File: config.mk
export PLATFORM = sky130hd
export DESIGN_NAME = quadtree_preorder_tile_walker_flat
export DESIGN_NICKNAME = d
export VERILOG_FILES = /design/src/hw/rtl/qptw_pkg.sv /design/src/hw/rtl/qptw_if.sv /design/src/hw/rtl/qptw_cell.sv /design/src/hw/rtl/quadtree_preorder_tile_walker.sv /design/src/flat_wrapper.sv
export VERILOG_INCLUDE_DIRS = /design/src /design/src/hw/rtl
export SDC_FILE = /design/constraint.sdc
export NUM_CORES = 1
export LEC_CHECK = 0
export BUFFER_PORTS_ARGS = -buffer_cell sky130_fd_sc_hd__buf_2
export CAP_MARGIN = 25
export CORE_ASPECT_RATIO = 0.8
export CORE_MARGIN = 10
export CORE_UTILIZATION = 55
export DETAILED_ROUTE_END_ITERATION = 7
export GPL_ROUTABILITY_DRIVEN = 0
export GPL_TIMING_DRIVEN = 1
export PLACE_DENSITY = 0.91
export SLEW_MARGIN = 20
export SYNTH_ARGS = -nofsm -noshare
export SYNTH_HDL_FRONTEND = slang
export SYNTH_HIERARCHICAL = 1
export SYNTH_SLANG_ARGS = --single-unit
File: constraint.sdc
create_clock -name clk_i -period 10.1 [get_ports clk_i]
set_input_delay 0.505 -clock clk_i [delete_from_list [all_inputs] [get_ports clk_i]]
set_output_delay 0.505 -clock clk_i [all_outputs]
set_load 0.05 [all_outputs]
File: src/hw/rtl/quadtree_preorder_tile_walker_assert.svh
// Assertion macros for the walker RTL
`ifndef QUADTREE_PREORDER_TILE_WALKER_ASSERT_SVH
`define QUADTREE_PREORDER_TILE_WALKER_ASSERT_SVH

// Same-cycle implication, disabled while reset is held
`define QPTW_ASSERT_NOW(label, clk, rst_n, ante, cons, msg) \
  label: assert property (@(posedge clk) disable iff (!(rst_n)) (ante) |-> (cons)) \
    else $error(msg);

// Next-cycle implication, disabled while reset is held
`define QPTW_ASSERT_NEXT(label, clk, rst_n, ante, cons, msg) \
  label: assert property (@(posedge clk) disable iff (!(rst_n)) (ante) |=> (cons)) \
    else $error(msg);

`endif

File: src/hw/rtl/qptw_pkg.sv
package qptw_pkg;

  localparam int MAX_LEVEL = 24;
  localparam int DIG_W     = 2;
  localparam int LVL_W     = 5;
  localparam int COORD_W   = 24;
  localparam int PATH_W    = MAX_LEVEL * DIG_W;

  typedef enum logic {
    OP_ADVANCE = 1'b0,
    OP_LOAD    = 1'b1
  } op_e;

  typedef enum logic [1:0] {
    ST_OK     = 2'd0,
    ST_DONE   = 2'd1,
    ST_REJECT = 2'd2
  } status_e;

  localparam logic [DIG_W-1:0] DIG_LAST = 2'd3;

  // Broadcast to every cell in the chain
  typedef struct packed {
    logic step;   // move to next sibling / ancestor sibling
    logic load;   // overwrite with start tile
  } cell_ctrl_t;

  // Quadrant digit from (col bit, row bit): 0=(0,0) 1=(1,0) 2=(1,1) 3=(0,1)
  function automatic logic [DIG_W-1:0] quad_of(input logic c, input logic r);
    logic [DIG_W-1:0] q;
    case ({c, r})
      2'b00:   q = 2'd0;
      2'b01:   q = 2'd3;
      2'b10:   q = 2'd1;
      2'b11:   q = 2'd2;
      default: q = 2'd0;
    endcase
    return q;
  endfunction

  function automatic logic row_of(input logic [DIG_W-1:0] d);
    return d[1];
  endfunction

  function automatic logic col_of(input logic [DIG_W-1:0] d);
    return d[1] ^ d[0];
  endfunction

endpackage

File: src/hw/rtl/qptw_if.sv
// Input channel: one command beat
interface qptw_in_if;
  logic                          valid;
  logic                          ready;
  logic                          opcode;
  logic [qptw_pkg::LVL_W-1:0]    start_level;
  logic [qptw_pkg::COORD_W-1:0]  start_row;
  logic [qptw_pkg::COORD_W-1:0]  start_col;

  modport source (output valid, opcode, start_level, start_row, start_col, input ready);
  modport sink   (input valid, opcode, start_level, start_row, start_col, output ready);
endinterface

// Output channel: one tile beat
interface qptw_out_if;
  logic                          valid;
  logic                          ready;
  logic [qptw_pkg::PATH_W-1:0]   path_digits;
  logic [qptw_pkg::LVL_W-1:0]    cur_level;
  logic [qptw_pkg::COORD_W-1:0]  cur_row;
  logic [qptw_pkg::COORD_W-1:0]  cur_col;
  logic [1:0]                    status;

  modport source (output valid, path_digits, cur_level, cur_row, cur_col, status,
                  input ready);
  modport sink   (input valid, path_digits, cur_level, cur_row, cur_col, status,
                  output ready);
endinterface

File: src/hw/rtl/qptw_cell.sv
// One level of the path: holds a quadrant digit, passes the "all deeper
// digits are 3" flag up towards the root.
module qptw_cell (
  input  logic                        clk_i,
  input  logic                        rst_ni,
  input  qptw_pkg::cell_ctrl_t        ctrl_i,
  input  logic                        active_i,   // level is within current depth
  input  logic                        ld_en_i,    // level is within load depth
  input  logic                        ld_row_i,
  input  logic                        ld_col_i,
  input  logic                        strip_i,    // from deeper neighbour
  output logic                        strip_o,    // to shallower neighbour
  output logic                        target_o,   // this digit gets incremented
  output logic [qptw_pkg::DIG_W-1:0]  digit_o,
  output logic                        row_o,
  output logic                        col_o
);

  logic [qptw_pkg::DIG_W-1:0] digit_q, digit_d;
  logic                       is_last;
  logic                       drop;

  assign is_last  = (digit_q == qptw_pkg::DIG_LAST);
  assign strip_o  = !active_i || (is_last && strip_i);
  assign target_o = active_i && strip_i && !is_last;
  assign drop     = active_i && strip_i && is_last;

  // next digit
  always_comb begin
    digit_d = digit_q;
    if (ctrl_i.load) begin
      digit_d = ld_en_i ? qptw_pkg::quad_of(ld_col_i, ld_row_i) : '0;
    end else if (ctrl_i.step) begin
      if (target_o) begin
        digit_d = digit_q + qptw_pkg::DIG_W'(1);
      end else if (drop) begin
        digit_d = '0;
      end
    end
  end

  always_ff @(posedge clk_i or negedge rst_ni) begin
    if (!rst_ni) begin
      digit_q <= '0;
    end else begin
      digit_q <= digit_d;
    end
  end

  assign digit_o = digit_q;
  assign row_o   = active_i && qptw_pkg::row_of(digit_q);
  assign col_o   = active_i && qptw_pkg::col_of(digit_q);

endmodule

File: src/hw/rtl/quadtree_preorder_tile_walker.sv
// Quadtree preorder tile walker.
// in_i carries command beats: opcode 0 advances to the next preorder node,
// opcode 1 loads a start tile from start_level/start_row/start_col.
// out_o gives one beat per command: the quadrant path (level one in the
// top bits), level, row, column and a status (ok, walk finished, load
// rejected; the node is unchanged for the last two).
// cfg_we_i/cfg_wdata_i write the depth cap, the deepest level generated;
// write it only while no command is outstanding.
// Latency: the result beat is valid the cycle after its command is taken.
// Throughput: one command per cycle; the path sits in a row of 24 digit
// cells and the next sibling is found by a single ripple pass up the row.
// The result is read straight off the walker state; while the receiver stalls the
// state holds and in_i.ready stays low until that beat is taken.
// Reset puts the walker at the root with an all-zero path and a depth cap of 24.
`include "quadtree_preorder_tile_walker_assert.svh"

module quadtree_preorder_tile_walker (
  input  logic                        clk_i,
  input  logic                        rst_ni,
  qptw_in_if.sink                     in_i,
  qptw_out_if.source                  out_o,
  input  logic                        cfg_we_i,
  input  logic [qptw_pkg::LVL_W-1:0]  cfg_wdata_i
);

  localparam int N = qptw_pkg::MAX_LEVEL;

  logic [qptw_pkg::LVL_W-1:0]   depth_cap_q;
  logic [qptw_pkg::LVL_W-1:0]   depth_q, depth_d;
  logic [1:0]                   status_q, status_d;
  logic                         out_valid_q;

  logic                         accept;
  logic [qptw_pkg::LVL_W-1:0]   limit;
  logic                         descend, found, reject, is_load;
  qptw_pkg::cell_ctrl_t         ctrl;
  logic [qptw_pkg::LVL_W-1:0]   step_depth;
  logic [31:0]                  ld_row_ext, ld_col_ext;

  logic [N-1:0]                 active, ld_en, ld_row, ld_col, target, row_b, col_b;
  logic [N:0]                   strip;
  logic [qptw_pkg::DIG_W-1:0]   digit [N];
  logic [qptw_pkg::COORD_W-1:0] row_full, col_full;
  logic [qptw_pkg::LVL_W-1:0]   shamt;

  assign accept  = in_i.valid && in_i.ready;
  assign is_load = (in_i.opcode == qptw_pkg::OP_LOAD);

  // walk limit and command decode
  assign limit   = (depth_cap_q < qptw_pkg::LVL_W'(N)) ? depth_cap_q : qptw_pkg::LVL_W'(N);
  assign descend = (depth_q < limit);
  assign found   = !strip[0];
  assign reject  = (in_i.start_level > depth_cap_q) ||
                   (in_i.start_level > qptw_pkg::LVL_W'(N));

  assign ctrl.load = accept && is_load && !reject;
  assign ctrl.step = accept && !is_load && !descend && found;

  assign ld_row_ext = {{(32 - qptw_pkg::COORD_W){1'b0}}, in_i.start_row};
  assign ld_col_ext = {{(32 - qptw_pkg::COORD_W){1'b0}}, in_i.start_col};

  // row of cells, deepest cell sees an open strip flag
  assign strip[N] = 1'b1;

  for (genvar i = 0; i < N; i++) begin : g_cell
    logic [qptw_pkg::LVL_W-1:0] sh;
    assign active[i] = (qptw_pkg::LVL_W'(i) < depth_q);
    assign ld_en[i]  = (qptw_pkg::LVL_W'(i) < in_i.start_level);
    assign sh        = in_i.start_level - qptw_pkg::LVL_W'(i + 1);
    assign ld_row[i] = ld_row_ext[sh];
    assign ld_col[i] = ld_col_ext[sh];

    qptw_cell u_cell (
      .clk_i    (clk_i),
      .rst_ni   (rst_ni),
      .ctrl_i   (ctrl),
      .active_i (active[i]),
      .ld_en_i  (ld_en[i]),
      .ld_row_i (ld_row[i]),
      .ld_col_i (ld_col[i]),
      .strip_i  (strip[i+1]),
      .strip_o  (strip[i]),
      .target_o (target[i]),
      .digit_o  (digit[i]),
      .row_o    (row_b[i]),
      .col_o    (col_b[i])
    );

    assign row_full[qptw_pkg::COORD_W-1-i] = row_b[i];
    assign col_full[qptw_pkg::COORD_W-1-i] = col_b[i];
    assign out_o.path_digits[qptw_pkg::PATH_W-1-qptw_pkg::DIG_W*i -: qptw_pkg::DIG_W] =
      digit[i];
  end

  // level of the incremented digit (target is one-hot when found)
  always_comb begin
    step_depth = '0;
    for (int i = 0; i < N; i++) begin
      step_depth = step_depth | (target[i] ? qptw_pkg::LVL_W'(i + 1) : '0);
    end
  end

  // next depth and status
  always_comb begin
    depth_d  = depth_q;
    status_d = status_q;
    if (accept) begin
      if (is_load) begin
        if (reject) begin
          status_d = qptw_pkg::ST_REJECT;
        end else begin
          depth_d  = in_i.start_level;
          status_d = qptw_pkg::ST_OK;
        end
      end else if (descend) begin
        depth_d  = depth_q + qptw_pkg::LVL_W'(1);
        status_d = qptw_pkg::ST_OK;
      end else if (found) begin
        depth_d  = step_depth;
        status_d = qptw_pkg::ST_OK;
      end else begin
        status_d = qptw_pkg::ST_DONE;
      end
    end
  end

  always_ff @(posedge clk_i or negedge rst_ni) begin
    if (!rst_ni) begin
      depth_cap_q <= qptw_pkg::LVL_W'(24);
      depth_q     <= '0;
      status_q    <= qptw_pkg::ST_OK;
      out_valid_q <= 1'b0;
    end else begin
      if (cfg_we_i) begin
        depth_cap_q <= cfg_wdata_i;
      end
      depth_q  <= depth_d;
      status_q <= status_d;
      if (accept) begin
        out_valid_q <= 1'b1;
      end else if (out_o.ready) begin
        out_valid_q <= 1'b0;
      end
    end
  end

  // output beat is read straight off the state, which holds while stalled
  assign shamt           = qptw_pkg::LVL_W'(qptw_pkg::COORD_W) - depth_q;
  assign in_i.ready      = !out_valid_q || out_o.ready;
  assign out_o.valid     = out_valid_q;
  assign out_o.cur_level = depth_q;
  assign out_o.cur_row   = row_full >> shamt;
  assign out_o.cur_col   = col_full >> shamt;
  assign out_o.status    = status_q;

  // checks
  `QPTW_ASSERT_NOW(a_depth_range, clk_i, rst_ni, 1'b1, depth_q <= qptw_pkg::LVL_W'(N), "depth out of range")
  `QPTW_ASSERT_NOW(a_target_onehot, clk_i, rst_ni, 1'b1, $onehot0(target), "several digits targeted")
  `QPTW_ASSERT_NEXT(a_reject_holds, clk_i, rst_ni, accept && is_load && reject, $stable(depth_q) && status_q == qptw_pkg::ST_REJECT, "rejected load moved the node")
  `QPTW_ASSERT_NEXT(a_done_holds, clk_i, rst_ni, accept && !is_load && !descend && !found, $stable(depth_q) && status_q == qptw_pkg::ST_DONE, "finished walk moved the node")

endmodule
File: src/flat_wrapper.sv
// flat-port wrapper written by rule: the top's interface ports become plain ports
module quadtree_preorder_tile_walker_flat 
  (clk_i, rst_ni, cfg_we_i, cfg_wdata_i, in_i_valid, in_i_opcode, in_i_start_level, in_i_start_row, in_i_start_col, in_i_ready, out_o_valid, out_o_path_digits, out_o_cur_level, out_o_cur_row, out_o_cur_col, out_o_status, out_o_ready);
  qptw_in_if in_i_i ();
  qptw_out_if out_o_i ();
  input  logic clk_i;
  input  logic rst_ni;
  input  logic cfg_we_i;
  input  logic [qptw_pkg::LVL_W-1:0] cfg_wdata_i;
  input wire logic [$bits(in_i_i.valid)-1:0] in_i_valid;
  input wire logic [$bits(in_i_i.opcode)-1:0] in_i_opcode;
  input wire logic [$bits(in_i_i.start_level)-1:0] in_i_start_level;
  input wire logic [$bits(in_i_i.start_row)-1:0] in_i_start_row;
  input wire logic [$bits(in_i_i.start_col)-1:0] in_i_start_col;
  output wire logic [$bits(in_i_i.ready)-1:0] in_i_ready;
  output wire logic [$bits(out_o_i.valid)-1:0] out_o_valid;
  output wire logic [$bits(out_o_i.path_digits)-1:0] out_o_path_digits;
  output wire logic [$bits(out_o_i.cur_level)-1:0] out_o_cur_level;
  output wire logic [$bits(out_o_i.cur_row)-1:0] out_o_cur_row;
  output wire logic [$bits(out_o_i.cur_col)-1:0] out_o_cur_col;
  output wire logic [$bits(out_o_i.status)-1:0] out_o_status;
  input wire logic [$bits(out_o_i.ready)-1:0] out_o_ready;
  assign in_i_i.valid = in_i_valid;
  assign in_i_i.opcode = in_i_opcode;
  assign in_i_i.start_level = in_i_start_level;
  assign in_i_i.start_row = in_i_start_row;
  assign in_i_i.start_col = in_i_start_col;
  assign in_i_ready = in_i_i.ready;
  assign out_o_valid = out_o_i.valid;
  assign out_o_path_digits = out_o_i.path_digits;
  assign out_o_cur_level = out_o_i.cur_level;
  assign out_o_cur_row = out_o_i.cur_row;
  assign out_o_cur_col = out_o_i.cur_col;
  assign out_o_status = out_o_i.status;
  assign out_o_i.ready = out_o_ready;
  quadtree_preorder_tile_walker u_core (.clk_i(clk_i), .rst_ni(rst_ni), .in_i(in_i_i), .out_o(out_o_i), .cfg_we_i(cfg_we_i), .cfg_wdata_i(cfg_wdata_i));
endmodule
==> implementation parameters <==
Parameter                              Value

Run status
  Status ... finished with violations
  Violations in the final reports ... design-rule violations

Layout
  Nets ... 1776
  Area Growth Syn to Fin ... 10.5%
  Fillers ... 1641
  Ratio of cells with drive above 1 in the final layout ... 24.3%
  Area occupied by registers ... 1530 sq um
  Post-route non-filler standard cell count ... 1868
  Util after Layout ... 61.6%
  Diode insertion count for antenna repair ... 0
  Multi-input combinational cell area ... 9800 sq um

Detailed routing
  Via/cell ratio ... 6.94
  Detailed-route wire length ... 42200 microns
  Vias post-DR ... 13.0k
  First-pass iteration count of the detailed router ... 8
  Antenna-violating nets left ... 0
  DRC violations left ... 10
  Post-DR wirelength/cell ... 22.6 microns
  Iter 0 DRT Violations ... 2102

Clock network
  Number of buffers on the longest clock path ... 2
  CTS root buf ... clkbuf_16
  Clock tree sinks ... 61
  Total of hold buffers inserted after clock tree synthesis ... 0
  Buffers inserted during post-CTS setup optimization ... 0
  Post-cts gate resize count ... 0
  Clock tree from TritonCTS ... yes
  Depth of the CTS H-tree ... 3
  Clock slew at reported path FFs ... 0.05 ns
  Clock buffers created by TritonCTS ... 9
  Later-pin clock latency in the skew report ... 0.34 ns

Worst setup path
  Arrival time at the worst endpoint ... 8.07 ns
  Most used cell, CP ... nand2_1
  Highest-delay cell along the critical path ... dfrtp_1
  Nature of the critical path endpoint ... flip-flop
  CP Buf/Inv Count ... 1
  Crit-path max cell delay ... 0.85 ns
  CP Launch Type ... flip-flop
  Startpoint-to-endpoint class of the critical path ... reg -> reg
  WP data required ... 10.27 ns
  Worst reg-to-reg setup slack ... 2.20 ns
  Largest delay contributor family on the critical path ... simple AND/OR/NAND/NOR gates
  Critical path peak fanout ... 24

STA
  Hold Fails Final Rpt ... 0
  Final worst hold slack ... 0.344 ns
  Count of endpoints failing setup in the final report ... 0
  Minimum clock period ... 7.90 ns
  RSZ-0062 raised after global routing ... no
  Worst slew pin tran ... 1.02 ns
  Largest clock skew in the final design ... 0.00815 ns
  Highest attainable clock frequency ... 127 MHz
  Final period utilization ... 78.2%
  Worst rel slew slack ... 32.2%
  Worst path setup slack after routing ... 2.20 ns
  Total Neg Setup Slack ... 0 ns
  Final max-slew violation count ... 0

Placement
  Post-placement setup slack ... 2.77 ns
  Detail Placement HPWL ... 33200 microns
  Placed Instances ... 1852
  Count of input and output buffers ... 168

Synth
  Number of unique standard cell types used by synthesis ... 59
  Dominant cells by area after synthesis ... mux4_2, ha_1, dfrtp_1
  Seq cells post-synth ... 61
  Area fraction of the dominant cell type after synthesis ... 15.4%
  Count leader, synth ... nand2_1
  Fraction of the yosys area taken by sequential cells ... 12.7%
  Async S/R FF share, synth ... 100%
  Most used flip-flop cell after synthesis ... dfrtp_1
  Post-synthesis instance total ... 1469
  Biggest area consumer among synthesized cells ... mux4_2
  Post-synth design cell area ... 12000 sq um
  Number of flops mapped to enable cells by yosys ... 0
  Yosys warns ... 6
  Mapped Avg Cell Area ... 8.19 sq um
  Synth top cells by count ... nand2_1, ha_1, nor2_1

Floorplan
  Die footprint ... 28200 sq um
  Placement row count ... 48
  Floorplan die height ... 152 microns
  Area of the core ... 21600 sq um
  Number of I/O pins ... 169
  Die width ... 185 microns
  Initial Util ... 55.8%

Job
  Max-capacitance violation count ... 0

Global route
  GRT overflow ... 0
  Antenna violations before repair ... 1
  Aggregate global-route resource usage ... 28.7%
  Wire length of the first global-routing pass ... 65600 microns
  Largest net degree at the start of global routing ... 98
  Via count of the first global-routing pass ... 12.1k

Power and ir drop
  Leak pwr ... 6.45 nW
  Power density over the cells ... 337 nW/um^2
  Peak supply drop ... 0.336 mV

Hold path
  Min-Delay Path Class ... in -> async
==> per-stage QoR <==
step | total power, W | cell area [sq um]
CTS | 0.00436 | 13300
global route | 0.00471 | 13300
global placement | 0.00389 | 13000
finish | 0.00448 | 13300
floorplan | 0.00317 | 12000
detailed placement | 0.00403 | 13000
==> kinds of logic (layout without fill, tap and decap cells) <==
kind of cell | after synthesis | count (layout) | synth area share [%]
AO/OA/AOI/OAI | 276 | 276 | 14.6
XOR/XNOR | 34 | 34 | 2.54
adder cells (fa/ha/maj) | 124 | 124 | 12.9
buffers and inverters | 171 | 293 | 6.12
flip-flops | 61 | 61 | 12.7
multiplexers | 212 | 212 | 27.2
other | 1 | 3 | 0.0312
AND/OR/NAND/NOR | 590 | 590 | 23.9
==> flip-flops by register name, indices dropped and copies added (netlist names) <==
signal / flops
u_core/out_o.valid: 1
u_core/g_cell.u_cell/digit_o: 48
u_core/out_o.cur_level: 5
u_core/out_o.status: 2
u_core/depth_cap_q: 5
==> worst register-to-register path, delay by kind of cell, from the launching register on <==
family,cells,cell delay [ns]
buffers and inverters,1,0.45
muxes,1,0.23
AOI/OAI and AO/OA,2,0.65
and+or+nand+nor,48,5.53
DFF,1,0.85
==> cell type report <==
type,count,share of cell area (%)
repair buffers,181,7.21
clock buffers,11,1.83
inverters,96,2.71
clock inverters,5,0.377
flip-flops and latches,61,11.5
multi-input cells,1239,73.8
well taps,275,2.59
==> path summary, 6_finish.rpt <==
kind / from / to / depth (start not counted)
setup / recovery: u_core/out_o.cur_level[2]$_DFFE_PN0P_ / u_core/g_cell[11].u_cell/digit_o[1]$_DFFE_PN0P_ / 52
hold / removal: rst_ni / u_core/out_o.status[0]$_DFFE_PN0P_ / 2
setup reg to reg: u_core/out_o.cur_level[2]$_DFFE_PN0P_ / u_core/g_cell[11].u_cell/digit_o[1]$_DFFE_PN0P_ / 52
hold reg to reg: u_core/out_o.status[1]$_DFFE_PN0P_ / u_core/out_o.status[1]$_DFFE_PN0P_ / 2
max in group asynchronous: rst_ni / u_core/out_o.cur_level[0]$_DFFE_PN0P_ / 2
min in group clk_i: cfg_wdata_i[3] / u_core/depth_cap_q[3]$_DFFE_PN1P_ / 3
==> power by group <==
group	switching (W)	total, W	internal [W]
logic	0.00249	0.00367	0.00118
clock network	0.000113	0.000309	0.000196
registers	0.000158	0.000498	0.000341
==> layout by cell type, fill, tap and decap left out, types with 24 or more instances in the layout <==
cell type / instances
ha_1: 123
mux2i_1: 102
o21ai_0: 46
xnor2_1: 25
o21ai_1: 48
o2111ai_1: 26
inv_1: 94
and2_2: 48
buf_2: 168
mux4_2: 82
nand2_1: 227
nand3_1: 67
nor2_1: 121
a21oi_1: 46
dfrtp_1: 58
nor2b_1: 40
nand3_2: 24
==> routing by layer <==
metal	global-route usage, %	vias up	wire (microns)
li1	-	5590	-
met1	34.8	5974	14500
met2	43.3	1130	18300
met3	11.7	265	6960
met4	13.3	0	2480
met5	0	-	0
(Power assumes the default switching activity.)
